File: src/sv/via_pkg.sv
`timescale 1ns / 1ps
// Types, codes and helpers for the versatile interface adapter.
// No dependencies; imported by the top level and its checker.
package via_pkg;

   typedef enum logic [2:0] {
      ACT_TICK    = 3'd0,
      ACT_READ    = 3'd1,
      ACT_WRITE   = 3'd2,
      ACT_DRIVE_A = 3'd3,
      ACT_DRIVE_B = 3'd4
   } action_type;

   // Register map, standard 6522 order
   localparam logic [3:0] REG_ORB    = 4'd0;
   localparam logic [3:0] REG_ORA    = 4'd1;
   localparam logic [3:0] REG_DDRB   = 4'd2;
   localparam logic [3:0] REG_DDRA   = 4'd3;
   localparam logic [3:0] REG_T1CL   = 4'd4;
   localparam logic [3:0] REG_T1CH   = 4'd5;
   localparam logic [3:0] REG_T1LL   = 4'd6;
   localparam logic [3:0] REG_T1LH   = 4'd7;
   localparam logic [3:0] REG_T2CL   = 4'd8;
   localparam logic [3:0] REG_T2CH   = 4'd9;
   localparam logic [3:0] REG_SR     = 4'd10;
   localparam logic [3:0] REG_ACR    = 4'd11;
   localparam logic [3:0] REG_PCR    = 4'd12;
   localparam logic [3:0] REG_IFR    = 4'd13;
   localparam logic [3:0] REG_IER    = 4'd14;
   localparam logic [3:0] REG_ORA_NH = 4'd15;

   // Interrupt flag bit positions
   localparam int FLAG_CA2 = 0;
   localparam int FLAG_CA1 = 1;
   localparam int FLAG_SR  = 2;
   localparam int FLAG_CB2 = 3;
   localparam int FLAG_CB1 = 4;
   localparam int FLAG_T2  = 5;
   localparam int FLAG_T1  = 6;

   // ACR and PCR control bits
   localparam int ACR_T2_PULSES = 5;
   localparam int ACR_T1_FREE   = 6;
   localparam int PCR_CA1_POS   = 0;
   localparam int PCR_CB1_POS   = 4;

   // CA2/CB2 manual output modes
   localparam logic [2:0] CTL2_MANUAL_LOW  = 3'b110;
   localparam logic [2:0] CTL2_MANUAL_HIGH = 3'b111;

   localparam logic signed [17:0] ONE_SHOT_RELOAD = 18'sh0FFFF;

   typedef struct packed {
      logic [2:0] action;
      logic [3:0] reg_index;
      logic [7:0] data;
      logic [7:0] tick_cycles;
      logic       ca1_level;
      logic       cb1_level;
   } req_type;

   typedef struct packed {
      logic [7:0] read_data;
      logic       irq;
      logic [7:0] port_a_pins;
      logic [7:0] port_b_pins;
      logic       ca2_out;
      logic       cb2_out;
   } rsp_type;

   // Saturate a 19-bit signed value to the 18-bit counter range
   function automatic logic signed [17:0] sat18(input logic signed [18:0] v);
      logic signed [17:0] r;
      if (v[18] != v[17]) begin
         r = v[18] ? 18'sh20000 : 18'sh1FFFF;
      end else begin
         r = v[17:0];
      end
      return r;
   endfunction

endpackage

File: src/sv/versatile_interface_adapter.sv
`timescale 1ns / 1ps
// Versatile interface adapter: 6522-style ports, timers, edge flags and IRQ.
// Depends on via_pkg.
//
// Usage:
//   req_valid/req_stall/req_payload carry one transaction: a timer tick,
//   a register read or write, or an external drive of port A or B pins.
//   rsp_valid/rsp_stall/rsp_payload return one result per transaction:
//   read data, irq level, both pin bytes and the CA2/CB2 output levels.
//   A transaction is taken at an edge where valid is high and stall low.
// Pipeline:
//   A transaction is registered on acceptance, executed from the request
//   register against the register state once the result register is free
//   or draining, and its result registered into the result register. One
//   transaction per cycle is sustained while the result is not stalled;
//   the state update is a single pass of one 19-bit subtract, add and
//   saturate per timer, which sets the cycle time.
// Reset:
//   Synchronous, active high. All state registers go to their 6522 defaults
//   (pins and input latches to all ones, everything else zero) and both
//   channels empty; the payload registers are not reset.
// Stalls:
//   While the result is stalled it holds; the request side stalls only
//   when an executed transaction would have nowhere to go.
module versatile_interface_adapter
   import via_pkg::*;
(
   input  logic    clock,
   input  logic    reset,
   input  logic    req_valid,
   output logic    req_stall,
   input  req_type req_payload,
   output logic    rsp_valid,
   input  logic    rsp_stall,
   output rsp_type rsp_payload
);

   logic    s1_valid_ff, s1_valid_in;
   req_type s1_req_ff;
   logic    rsp_valid_ff, rsp_valid_in;
   rsp_type rsp_ff, rsp_in;
   logic    adv;

   logic signed [17:0] t1_count_ff, t1_count_in;
   logic [15:0]        t1_reload_ff, t1_reload_in;
   logic signed [17:0] t2_count_ff, t2_count_in;
   logic [7:0]         t2_low_ff, t2_low_in;
   logic               t1_fired_ff, t1_fired_in;
   logic               t2_fired_ff, t2_fired_in;
   logic               ca1_prev_ff, ca1_prev_in;
   logic               cb1_prev_ff, cb1_prev_in;
   logic               ca2_ff, ca2_in;
   logic               cb2_ff, cb2_in;
   logic [7:0]         dir_a_ff, dir_a_in;
   logic [7:0]         dir_b_ff, dir_b_in;
   logic [7:0]         out_a_ff, out_a_in;
   logic [7:0]         out_b_ff, out_b_in;
   logic [7:0]         pins_a_ff, pins_a_in;
   logic [7:0]         pins_b_ff, pins_b_in;
   logic [6:0]         ifr_ff, ifr_in;
   logic [6:0]         ier_ff, ier_in;
   logic [7:0]         acr_ff, acr_in;
   logic [7:0]         pcr_ff, pcr_in;
   logic [7:0]         sr_ff, sr_in;

   logic signed [18:0] t1_sub, t2_sub, t1_free_sum;
   logic signed [17:0] t1_dec, t2_dec;
   logic               t1_le0, t2_le0;
   logic [7:0]         in_b;
   logic [7:0]         read_val;
   logic [7:0]         rd_out;

   // Execute when the result register is free or being drained
   assign adv         = s1_valid_ff && (!rsp_valid_ff || !rsp_stall);
   assign req_stall   = s1_valid_ff && rsp_valid_ff && rsp_stall;
   assign s1_valid_in = req_stall ? s1_valid_ff : req_valid;
   assign rsp_valid_in = adv ? 1'b1 : (rsp_valid_ff && rsp_stall);

   assign rsp_valid   = rsp_valid_ff;
   assign rsp_payload = rsp_ff;

   // Port B input latch shows pins on input bits and ORB on output bits
   assign in_b = (pins_b_ff & ~dir_b_ff) | (out_b_ff & dir_b_ff);

   // Timer arithmetic
   always_comb begin
      t1_sub      = {t1_count_ff[17], t1_count_ff} - {11'd0, s1_req_ff.tick_cycles};
      t1_dec      = sat18(t1_sub);
      t1_le0      = t1_dec[17] || (t1_dec == 18'sd0);
      t1_free_sum = {t1_dec[17], t1_dec} + {3'd0, t1_reload_ff} + 19'sd2;
      t2_sub      = {t2_count_ff[17], t2_count_ff} - {11'd0, s1_req_ff.tick_cycles};
      t2_dec      = sat18(t2_sub);
      t2_le0      = t2_dec[17] || (t2_dec == 18'sd0);
   end

   // Register read mux, from state before this transaction
   always_comb begin
      case (s1_req_ff.reg_index)
         REG_ORB:  read_val = in_b;
         REG_ORA:  read_val = pins_a_ff;
         REG_DDRB: read_val = dir_b_ff;
         REG_DDRA: read_val = dir_a_ff;
         REG_T1CL: read_val = t1_count_ff[7:0];
         REG_T1CH: read_val = t1_count_ff[15:8];
         REG_T1LL: read_val = t1_reload_ff[7:0];
         REG_T1LH: read_val = t1_reload_ff[15:8];
         REG_T2CL: read_val = t2_count_ff[7:0];
         REG_T2CH: read_val = t2_count_ff[15:8];
         REG_SR:   read_val = sr_ff;
         REG_ACR:  read_val = acr_ff;
         REG_PCR:  read_val = pcr_ff;
         REG_IFR:  read_val = {|(ifr_ff & ier_ff), ifr_ff};
         REG_IER:  read_val = {1'b1, ier_ff};
         default:  read_val = pins_a_ff;
      endcase
   end

   // Next state
   always_comb begin
      t1_count_in  = t1_count_ff;
      t1_reload_in = t1_reload_ff;
      t2_count_in  = t2_count_ff;
      t2_low_in    = t2_low_ff;
      t1_fired_in  = t1_fired_ff;
      t2_fired_in  = t2_fired_ff;
      ca1_prev_in  = ca1_prev_ff;
      cb1_prev_in  = cb1_prev_ff;
      ca2_in       = ca2_ff;
      cb2_in       = cb2_ff;
      dir_a_in     = dir_a_ff;
      dir_b_in     = dir_b_ff;
      out_a_in     = out_a_ff;
      out_b_in     = out_b_ff;
      pins_a_in    = pins_a_ff;
      pins_b_in    = pins_b_ff;
      ifr_in       = ifr_ff;
      ier_in       = ier_ff;
      acr_in       = acr_ff;
      pcr_in       = pcr_ff;
      sr_in        = sr_ff;
      rd_out       = 8'd0;

      if (adv) begin
         case (s1_req_ff.action)
            ACT_TICK: begin
               t1_count_in = t1_dec;
               if (t1_le0) begin
                  if (acr_ff[ACR_T1_FREE]) begin
                     t1_count_in      = sat18(t1_free_sum);
                     ifr_in[FLAG_T1]  = 1'b1;
                  end else if (!t1_fired_ff) begin
                     t1_count_in      = t1_dec + ONE_SHOT_RELOAD;
                     t1_fired_in      = 1'b1;
                     ifr_in[FLAG_T1]  = 1'b1;
                  end else begin
                     t1_count_in      = {2'b00, t1_dec[15:0]};
                  end
               end
               if (!acr_ff[ACR_T2_PULSES]) begin
                  t2_count_in = t2_dec;
                  if (t2_le0 && !t2_fired_ff) begin
                     t2_count_in     = t2_dec + ONE_SHOT_RELOAD;
                     t2_fired_in     = 1'b1;
                     ifr_in[FLAG_T2] = 1'b1;
                  end
               end
               if (s1_req_ff.ca1_level != ca1_prev_ff) begin
                  if (pcr_ff[PCR_CA1_POS] == s1_req_ff.ca1_level) begin
                     ifr_in[FLAG_CA1] = 1'b1;
                  end
                  ca1_prev_in = s1_req_ff.ca1_level;
               end
               if (s1_req_ff.cb1_level != cb1_prev_ff) begin
                  if (pcr_ff[PCR_CB1_POS] == s1_req_ff.cb1_level) begin
                     ifr_in[FLAG_CB1] = 1'b1;
                  end
                  cb1_prev_in = s1_req_ff.cb1_level;
               end
            end
            ACT_READ: begin
               rd_out = read_val;
               case (s1_req_ff.reg_index)
                  REG_ORB: begin
                     ifr_in[FLAG_CB1] = 1'b0;
                     ifr_in[FLAG_CB2] = 1'b0;
                  end
                  REG_ORA: begin
                     ifr_in[FLAG_CA1] = 1'b0;
                     ifr_in[FLAG_CA2] = 1'b0;
                  end
                  REG_T1CL: ifr_in[FLAG_T1] = 1'b0;
                  REG_T2CL: ifr_in[FLAG_T2] = 1'b0;
                  default: ;
               endcase
            end
            ACT_WRITE: begin
               case (s1_req_ff.reg_index)
                  REG_ORB: begin
                     out_b_in         = s1_req_ff.data;
                     ifr_in[FLAG_CB1] = 1'b0;
                     ifr_in[FLAG_CB2] = 1'b0;
                  end
                  REG_ORA: begin
                     out_a_in         = s1_req_ff.data;
                     ifr_in[FLAG_CA1] = 1'b0;
                     ifr_in[FLAG_CA2] = 1'b0;
                  end
                  REG_DDRB: dir_b_in = s1_req_ff.data;
                  REG_DDRA: dir_a_in = s1_req_ff.data;
                  REG_T1CL, REG_T1LL: begin
                     t1_reload_in = {t1_reload_ff[15:8], s1_req_ff.data};
                  end
                  REG_T1CH: begin
                     t1_reload_in    = {s1_req_ff.data, t1_reload_ff[7:0]};
                     t1_count_in     = {2'b00, s1_req_ff.data, t1_reload_ff[7:0]};
                     ifr_in[FLAG_T1] = 1'b0;
                     t1_fired_in     = 1'b0;
                  end
                  REG_T1LH: begin
                     t1_reload_in    = {s1_req_ff.data, t1_reload_ff[7:0]};
                     ifr_in[FLAG_T1] = 1'b0;
                  end
                  REG_T2CL: t2_low_in = s1_req_ff.data;
                  REG_T2CH: begin
                     t2_count_in     = {2'b00, s1_req_ff.data, t2_low_ff};
                     ifr_in[FLAG_T2] = 1'b0;
                     t2_fired_in     = 1'b0;
                  end
                  REG_SR:  sr_in  = s1_req_ff.data;
                  REG_ACR: acr_in = s1_req_ff.data;
                  REG_PCR: begin
                     pcr_in = s1_req_ff.data;
                     if (s1_req_ff.data[3:1] == CTL2_MANUAL_LOW) begin
                        ca2_in = 1'b0;
                     end else if (s1_req_ff.data[3:1] == CTL2_MANUAL_HIGH) begin
                        ca2_in = 1'b1;
                     end
                     if (s1_req_ff.data[7:5] == CTL2_MANUAL_LOW) begin
                        cb2_in = 1'b0;
                     end else if (s1_req_ff.data[7:5] == CTL2_MANUAL_HIGH) begin
                        cb2_in = 1'b1;
                     end
                  end
                  REG_IFR: ifr_in = ifr_ff & ~s1_req_ff.data[6:0];
                  REG_IER: begin
                     if (s1_req_ff.data[7]) begin
                        ier_in = ier_ff | s1_req_ff.data[6:0];
                     end else begin
                        ier_in = ier_ff & ~s1_req_ff.data[6:0];
                     end
                  end
                  default: out_a_in = s1_req_ff.data;
               endcase
               // Output bits follow ORx, input bits keep the driven level;
               // only a write to that port's own registers settles its pins
               if (s1_req_ff.reg_index inside {REG_ORA, REG_DDRA, REG_ORA_NH}) begin
                  pins_a_in = (out_a_in & dir_a_in) | (pins_a_ff & ~dir_a_in);
               end
               if (s1_req_ff.reg_index inside {REG_ORB, REG_DDRB}) begin
                  pins_b_in = (out_b_in & dir_b_in) | (pins_b_ff & ~dir_b_in);
               end
            end
            ACT_DRIVE_A: pins_a_in = s1_req_ff.data;
            ACT_DRIVE_B: pins_b_in = s1_req_ff.data;
            default: ;
         endcase
      end

      rsp_in.read_data   = rd_out;
      rsp_in.irq         = |(ifr_in & ier_in);
      rsp_in.port_a_pins = pins_a_in;
      rsp_in.port_b_pins = pins_b_in;
      rsp_in.ca2_out     = ca2_in;
      rsp_in.cb2_out     = cb2_in;
   end

   always_ff @(posedge clock) begin
      if (reset) begin
         s1_valid_ff  <= 1'b0;
         rsp_valid_ff <= 1'b0;
         t1_count_ff  <= '0;
         t1_reload_ff <= '0;
         t2_count_ff  <= '0;
         t2_low_ff    <= '0;
         t1_fired_ff  <= 1'b0;
         t2_fired_ff  <= 1'b0;
         ca1_prev_ff  <= 1'b0;
         cb1_prev_ff  <= 1'b0;
         ca2_ff       <= 1'b0;
         cb2_ff       <= 1'b0;
         dir_a_ff     <= '0;
         dir_b_ff     <= '0;
         out_a_ff     <= '0;
         out_b_ff     <= '0;
         pins_a_ff    <= '1;
         pins_b_ff    <= '1;
         ifr_ff       <= '0;
         ier_ff       <= '0;
         acr_ff       <= '0;
         pcr_ff       <= '0;
         sr_ff        <= '0;
      end else begin
         s1_valid_ff  <= s1_valid_in;
         rsp_valid_ff <= rsp_valid_in;
         t1_count_ff  <= t1_count_in;
         t1_reload_ff <= t1_reload_in;
         t2_count_ff  <= t2_count_in;
         t2_low_ff    <= t2_low_in;
         t1_fired_ff  <= t1_fired_in;
         t2_fired_ff  <= t2_fired_in;
         ca1_prev_ff  <= ca1_prev_in;
         cb1_prev_ff  <= cb1_prev_in;
         ca2_ff       <= ca2_in;
         cb2_ff       <= cb2_in;
         dir_a_ff     <= dir_a_in;
         dir_b_ff     <= dir_b_in;
         out_a_ff     <= out_a_in;
         out_b_ff     <= out_b_in;
         pins_a_ff    <= pins_a_in;
         pins_b_ff    <= pins_b_in;
         ifr_ff       <= ifr_in;
         ier_ff       <= ier_in;
         acr_ff       <= acr_in;
         pcr_ff       <= pcr_in;
         sr_ff        <= sr_in;
      end
   end

   // Payload registers: request loads on accept, result on execute; both hold otherwise
   always_ff @(posedge clock) begin
      if (req_valid && !req_stall) begin
         s1_req_ff <= req_payload;
      end
      if (adv) begin
         rsp_ff <= rsp_in;
      end
   end

endmodule

File: config.mk
export PLATFORM = sky130hd
export DESIGN_NAME = versatile_interface_adapter
export DESIGN_NICKNAME = d
export VERILOG_FILES = /design/src/sv/via_pkg.sv /design/src/sv/versatile_interface_adapter.sv
export SDC_FILE = /design/constraint.sdc
export NUM_CORES = 1
export LEC_CHECK = 0
export BUFFER_PORTS_ARGS = -buffer_cell sky130_fd_sc_hd__buf_2
export CAP_MARGIN = 25
export CELL_PAD_IN_SITES_DETAIL_PLACEMENT = 1
export CELL_PAD_IN_SITES_GLOBAL_PLACEMENT = 1
export CORE_AREA = 2 2 167 169
export DETAILED_ROUTE_END_ITERATION = 8
export DIE_AREA = 0 0 169 171
export GPL_ROUTABILITY_DRIVEN = 1
export PLACE_DENSITY = 0.85
export SETUP_SLACK_MARGIN = 0.3
export SYNTH_ARGS = -nofsm -noshare
export SYNTH_HDL_FRONTEND = slang
export SYNTH_SLANG_ARGS = --single-unit
File: constraint.sdc
create_clock -name clock -period 16.8 [get_ports clock]
set_clock_uncertainty 0.1 [all_clocks]
set_input_delay 2.52 -clock clock [delete_from_list [all_inputs] [get_ports clock]]
set_output_delay 2.52 -clock clock [all_outputs]
set_load 0.03 [all_outputs]
==> results of run 1 <==
-- area by class of cell --
class / instances / area, um2 / share of cell area [%]
clock buffer: 34 / 659 / 4.38
clock inverter: 12 / 109 / 0.724
timing repair buffer: 96 / 581 / 3.86
inverter: 54 / 203 / 1.35
multi-input combinational: 1382 / 8420 / 55.9
sequential: 206 / 4640 / 30.9
tap: 346 / 433 / 2.88
-- registers in the layout, summed over array words and instances (netlist names), 16 cells and up --
name and cells:
rsp_payload 27, s1_req_ff 25, t1_count_ff 18, t2_count_ff 18
t1_reload_ff 16
-- cells in the final DEF, fill, tap and decap left out, types with 14 or more instances in the layout --
| cell type | count |
|---|---|
| mux2i_1 | 38 |
| edfxtp_1 | 52 |
| buf_4 | 38 |
| or2_2 | 15 |
| dfxtp_1 | 154 |
| buf_2 | 56 |
| nand3_1 | 60 |
| a221oi_1 | 18 |
| nor3_1 | 37 |
| inv_1 | 53 |
| xor2_1 | 14 |
| a21o_1 | 15 |
| clkbuf_16 | 25 |
| a21oi_1 | 178 |
| a222oi_1 | 16 |
| mux2_2 | 14 |
| and3_1 | 25 |
| nand2_1 | 261 |
| nor2b_1 | 19 |
| xnor2_1 | 26 |
| o22ai_1 | 22 |
| o21ai_0 | 97 |
| nor2_1 | 165 |
| a211oi_1 | 16 |
| ha_1 | 55 |
| nand2b_1 | 30 |
| a31oi_1 | 19 |
-- routing by layer --
metal | part of all wire (%) | track usage, % | up-vias
li1 | - | - | 6433
met1 | 42 | 51.3 | 7082
met2 | 44 | 58.3 | 737
met3 | 9.7 | 7.38 | 135
met4 | 4.3 | 16.1 | 0
met5 | 0 | 0 | -
-- worst max path at each step --
| stage | start | to | slack [ps] | cells after the start |
|---|---|---|---|---|
| finish | s1_req_ff[9] | t1_count_ff[14] | 8800 | 27 |
| global route | s1_req_ff[9] | t1_count_ff[14] | 8060 | 27 |
| CTS | s1_req_ff[2] | t1_count_ff[14] | 8910 | 26 |
| detailed placement | s1_req_ff[9] | t1_count_ff[14] | 8970 | 27 |
| global placement | s1_req_ff[2] | t1_count_ff[14] | 9330 | 24 |
| floorplan | s1_req_ff[9] | t1_count_ff[14] | 10540 | 25 |
-- kinds of logic (layout without fill, tap and decap cells) --
group           Yosys count  count (layout)  share of synthesized area [%]
simple gates            708             708                           24.4
compound gates          524             524                           25.0
flops                   206             206                           34.0
buf+inv                 164             196                           4.64
fa+ha+maj                58              58                           5.48
mux                      52              52                           3.94
xor+xnor                 40              40                           2.57
-- tightest hold or removal path, stage by stage, from the launching register on --
cell and delay [ps]:
dfxtp_1 310, nand2_1 50, a21oi_1 60
-- power breakdown --
group / switching, W / leakage [nW] / internal (W)
clock network: 0.000227 / 0.378 / 0.000293
logic: 0.000494 / 3.57 / 0.000247
registers: 0.0000133 / 1.72 / 0.000521
-- per-stage QoR --
stage	utilization (%)	area, um2	setup WS [ps]
floorplan	-	13700	10540
global placement	52.2	14300	9330
detailed placement	52.2	14300	8970
CTS	55.0	15000	8910
global route	55.1	15000	8060
finish	55.1	15000	8800
==> out/metrics.yaml, run 1 <==
status:
  status: "finished, final reports clean"
placed_design:
  dp.final_hpwl_um: 39900
  port-buffer-count: 57
  dp.cells: 2082
  place.gp.congestion: 0.987
synthesis:
  async_flop_share_pct: 0
  ys_warn_count: 0
  synthTopCellsByCount: "261 x nand2_1, 178 x a21oi_1, 166 x nor2_1"
  synth_fp_nets: 1839
  synth_top_area_cell: "dfxtp_1"
  synthCells: 1752
  netlist_area_mm2: 0.0137
  yosysMostFrequentCell: "nand2_1"
  ys.flop_type: "dfxtp_1"
  avgSynthCellArea_um2: 7.80
  ys_types: 83
  synth_edf_count: 52
  ys_ff_latch: 206
  ys_seq_area_share_pct: 34.0
  yosys-top-cells-area: "dfxtp_1 23%, edfxtp_1 11%, nand2_1 7.2%, a21oi_1 6.5%, ha_1 5.0%"
  synth_top_area_share_pct: 22.6
worst_setup_path:
  worstPathRequired_ps: 17140
  critPathArrivalTime_ps: 8330
  critical_path_class: "reg -> reg"
  critPathBufInv: 6
  end_kind: "flip-flop"
  worst_r2r_startpoint: "s1_req_ff[9]"
  reg2reg_to: "t1_count_ff[14]"
  regToRegSetupSlack_ps: 8800
  worst-r2r-cell-count: 27
  crit_fanout: 30
  cp_top_family: "compound AO/OA/AOI/OAI gates"
  start_kind: "flip-flop"
  slowest_stage: "ha_1"
  slowest_delay_ps: 940
sta:
  finalCritPeriodShare_pct: 47.6
  tns_ps: 0
  finalSetupViolations: 0
  relSlewSlack_pct: 30.5
  fmax_mhz: 125
  timing.hold.ws_ps: 361
  tightest_slew_ps: 1030
  grt_setup_unrepaired: "no"
  hold_violations: 0
  period_minus_slack_ps: 8000
  drv_slew: 0
hold_path:
  whs_path_depth: 2
  hold_path_class: "reg -> reg"
  min_to: "t2_low_ff[7]"
  holdCritStartpoint: "t2_low_ff[7]"
die:
  die_x_um: 169
  core_area_mm2: 0.0273
  io_pins: 58
  dieHeight_um: 171
  rows: 61
  start_util_pct: 50.0
  dieArea_mm2: 0.0289
routing:
  via_per_inst: 6.75
  wirelength_um: 55100
  drt-initial-drc-count: 1723
  wl_per_cell_um: 25.9
  ant_nets: 0
  vias: 14387
  drc: 0
  drt_pass1_iterations: 9
clock_tree:
  htreeDepth: 1
  clk_latency_ps: 540
  clock_tree.root_cell: "clkbuf_16"
  cts-resized-gates: 0
  cts_tree: "done"
  cts_inserted_buffers: 25
  cts_buffer_depth: 3
  ctsHoldBuffers: 0
  clock_sinks: 206
  postCtsSetupBuffers: 0
  clk_pin_slew_ps: 60
pwr:
  power.density_mw_per_mm2: 119
  power_leakage_nw: 5.66
  total_power_w: 0.00180
  max-vdd-ir-drop_mv: 0.0790
layout:
  diodes: 0
  syn2layout_area_growth_pct: 10.2
  fillCellCount: 3346
  final_cells: 2130
  drive_gt1_share_pct: 10.3
  nNetsFinal: 1852
global_route:
  grt_overflow: 0
  grt_use_total_pct: 37.6
  grt_antenna_before_repair: 3
  grt_max_degree: 57
  grt_pass1_vias: 14334
  grt_pass1_wl_um: 84500
run:
  maxCapViolCount: 0
Note: power is estimated with default switching activity, not from simulation.
==> run 2: changes to the inputs <==
--- a/config.mk
+++ b/config.mk
@@ -9,11 +9,11 @@
 export CAP_MARGIN = 25
 export CELL_PAD_IN_SITES_DETAIL_PLACEMENT = 1
 export CELL_PAD_IN_SITES_GLOBAL_PLACEMENT = 1
-export CORE_AREA = 2 2 167 169
+export CORE_AREA = 2 2 174 176
 export DETAILED_ROUTE_END_ITERATION = 8
-export DIE_AREA = 0 0 169 171
+export DIE_AREA = 0 0 176 178
 export GPL_ROUTABILITY_DRIVEN = 1
-export PLACE_DENSITY = 0.85
+export PLACE_DENSITY = 0.79
 export SETUP_SLACK_MARGIN = 0.3
 export SYNTH_ARGS = -nofsm -noshare
 export SYNTH_HDL_FRONTEND = slang
==> constraint.sdc (replaced) <==
create_clock -name clock -period 7.46 [get_ports clock]
set_clock_uncertainty 0.1 [all_clocks]
set_input_delay 1.119 -clock clock [delete_from_list [all_inputs] [get_ports clock]]
set_output_delay 1.119 -clock clock [all_outputs]
set_load 0.03 [all_outputs]
==> run 2 against run 1 <==
Compared with the run above:
- clock power grew 120%
- sequential power rose by 120%
- maximum frequency is 19% higher
- combinational power is 120% higher
- power rose by 120%
- worst hold slack worse by 5.5 ps
- clock-buffer cell count up 2
- largest power group unchanged
==> out/metrics.yaml, run 2 (synthesized netlist as in run 1, its figures left out) <==
routing:
  ant_nets: 0
  via_per_inst: 6.58
  drc: 0
  drt_pass1_iterations: 8
  drt-initial-drc-count: 1670
  vias: 14321
  wirelength_um: 55100
  wl_per_cell_um: 25.3
die:
  io_pins: 58
  start_util_pct: 46.5
  dieHeight_um: 178
  core_area_mm2: 0.0294
  rows: 63
  die_x_um: 176
  dieArea_mm2: 0.0313
sta:
  finalSetupViolations: 0
  drv_slew: 0
  relSlewSlack_pct: 31.8
  grt_setup_unrepaired: "no"
  finalWorstSetupSlack_ps: 744
  tightest_slew_ps: 1020
  tns_ps: 0
  hold_violations: 0
  finalCritPeriodShare_pct: 90.0
  period_minus_slack_ps: 6720
  fmax_mhz: 149
worst_setup_path:
  crit_fanout: 17
  critPathArrivalTime_ps: 7050
  worst_r2r_startpoint: "s1_req_ff[2]"
  crit_path_start: "s1_req_ff[2]"
  end_kind: "flip-flop"
  regToRegSetupSlack_ps: 740
  worstPathRequired_ps: 7790
  start_kind: "flip-flop"
  critical_path_class: "reg -> reg"
layout:
  multiInputGateArea_mm2: 0.00845
  syn2layout_area_growth_pct: 11.1
  seqCellArea_mm2: 0.00464
  nNetsFinal: 1855
  mostFrequentLayoutCells: "261 x nand2_1, 177 x a21oi_1, 165 x nor2_1"
  fillCellCount: 3664
  largest_reg_flops: 27
  final_common_cell: "nand2_1"
  drive_gt1_share_pct: 10.5
  fin_util_pct: 51.6
pwr:
  total_power_w: 0.00400
  switching_share_pct: 39.8
  power_leakage_nw: 5.68
  comb_power_share_pct: 41.1
  clock_power_share_pct: 28.8
  p_int_w: 0.00241
  power.density_mw_per_mm2: 264
  max-vdd-ir-drop_mv: 0.146
  pwr-share-seq_pct: 30.1
  power_switching_w: 0.00159
hold_path:
  holdCritStartpoint: "sr_ff[2]"
  hold_path_class: "reg -> reg"
global_route:
  grt_pass1_vias: 14134
  grt_max_degree: 85
  grt_pass1_wl_um: 83800
  grt_use_total_pct: 34.5
  grt_antenna_before_repair: 1
  grt_overflow: 0
status:
  status: "finished, final reports clean"
clock_tree:
  cts_inserted_buffers: 25
  clk_latency_ps: 540
  clk_pin_slew_ps: 60
  clock_tree.root_cell: "clkbuf_16"
  htreeDepth: 1
  cts_tree: "done"
  clock_sinks: 206
  cts_buffer_depth: 3
run:
  maxCapViolCount: 0
placed_design:
  port-buffer-count: 57
  dp.final_hpwl_um: 39700
  dp_slack_ps: 626
  place.gp.congestion: 0.986
run 2: cell count changes in the layout (fill, tap and decap cells not counted), sizes merged:
cell,previous run,this run
diode,0,1
inv,55,54
buf,94,99
clkinv,10,9
run 2: path summary, 6_finish.rpt:
kind | end | cells after the start
worst max-delay path | t1_count_ff[14] | 24
worst min-delay path | sr_ff[2] | 2
worst max register to register | t1_count_ff[14] | 24
worst min register to register | sr_ff[2] | 2
run 2: cell type report:
class | instances | share of cell area, %
well taps | 390 | 3.22
inverters | 54 | 1.34
multi-input cells | 1382 | 55.7
flip-flops and latches | 206 | 30.6
repair buffers | 99 | 4.24
diodes | 1 | 0.0165
clock buffers | 36 | 4.40
clock inverters | 10 | 0.503
run 2: power by group through the flow:
stage / Sequential [W] / Clock, W / Combinational [W]
CTS: 0.00120 / 0.00116 / 0.00161
global placement: 0.00122 / 0 / 0.00156
floorplan: 0.00122 / 0 / 0.00114
global route: 0.00120 / 0.00120 / 0.00180
finish: 0.00120 / 0.00115 / 0.00164
detailed placement: 0.00123 / 0 / 0.00160
run 2: repair_timing:
action                                  CTS  global route
setup buffers                             0             0
hold buffers                              0             0
endpoints found under the setup margin    0            17
gates resized for setup                   0             7
run 2: critical path, stage by stage (launching register included):
cell,delay (ps)
edfxtp_1,410
ha_1,270
fa_1,410
nand2b_1,260
a21oi_2,280
o31ai_1,170
a31o_2,270
ha_1,310
clkinv_1,100
buf_4,170
or3_1,340
o31ai_1,190
buf_4,220
a31oi_1,110
ha_1,320
ha_1,360
a21oi_1,380
o221ai_1,260
a22o_1,280
nor4_1,390
o21ai_1,100
buf_4,210
a21o_1,190
or2_2,280
a31o_2,230
run 2: metal layers:
metal | GRT usage [%] | vias to the layer above | wire, um
met5 | 0 | - | 0
met1 | 47.2 | 7051 | 23600
met3 | 6.65 | 160 | 4810
li1 | - | 6434 | -
met2 | 54.3 | 676 | 24200
met4 | 12.8 | 0 | 2510
run 2: metrics by stage:
| stage | hold WS (ps) | cell area [um2] | std cells |
|---|---|---|---|
| final | 355 | 15200 | 2178 |
| after global placement | 340 | 14300 | 2127 |
| after CTS | 356 | 15100 | 2173 |
| after global routing | 382 | 15200 | 2177 |
| after floorplan | 332 | 13700 | 1752 |
| after detailed placement | 348 | 14300 | 2127 |
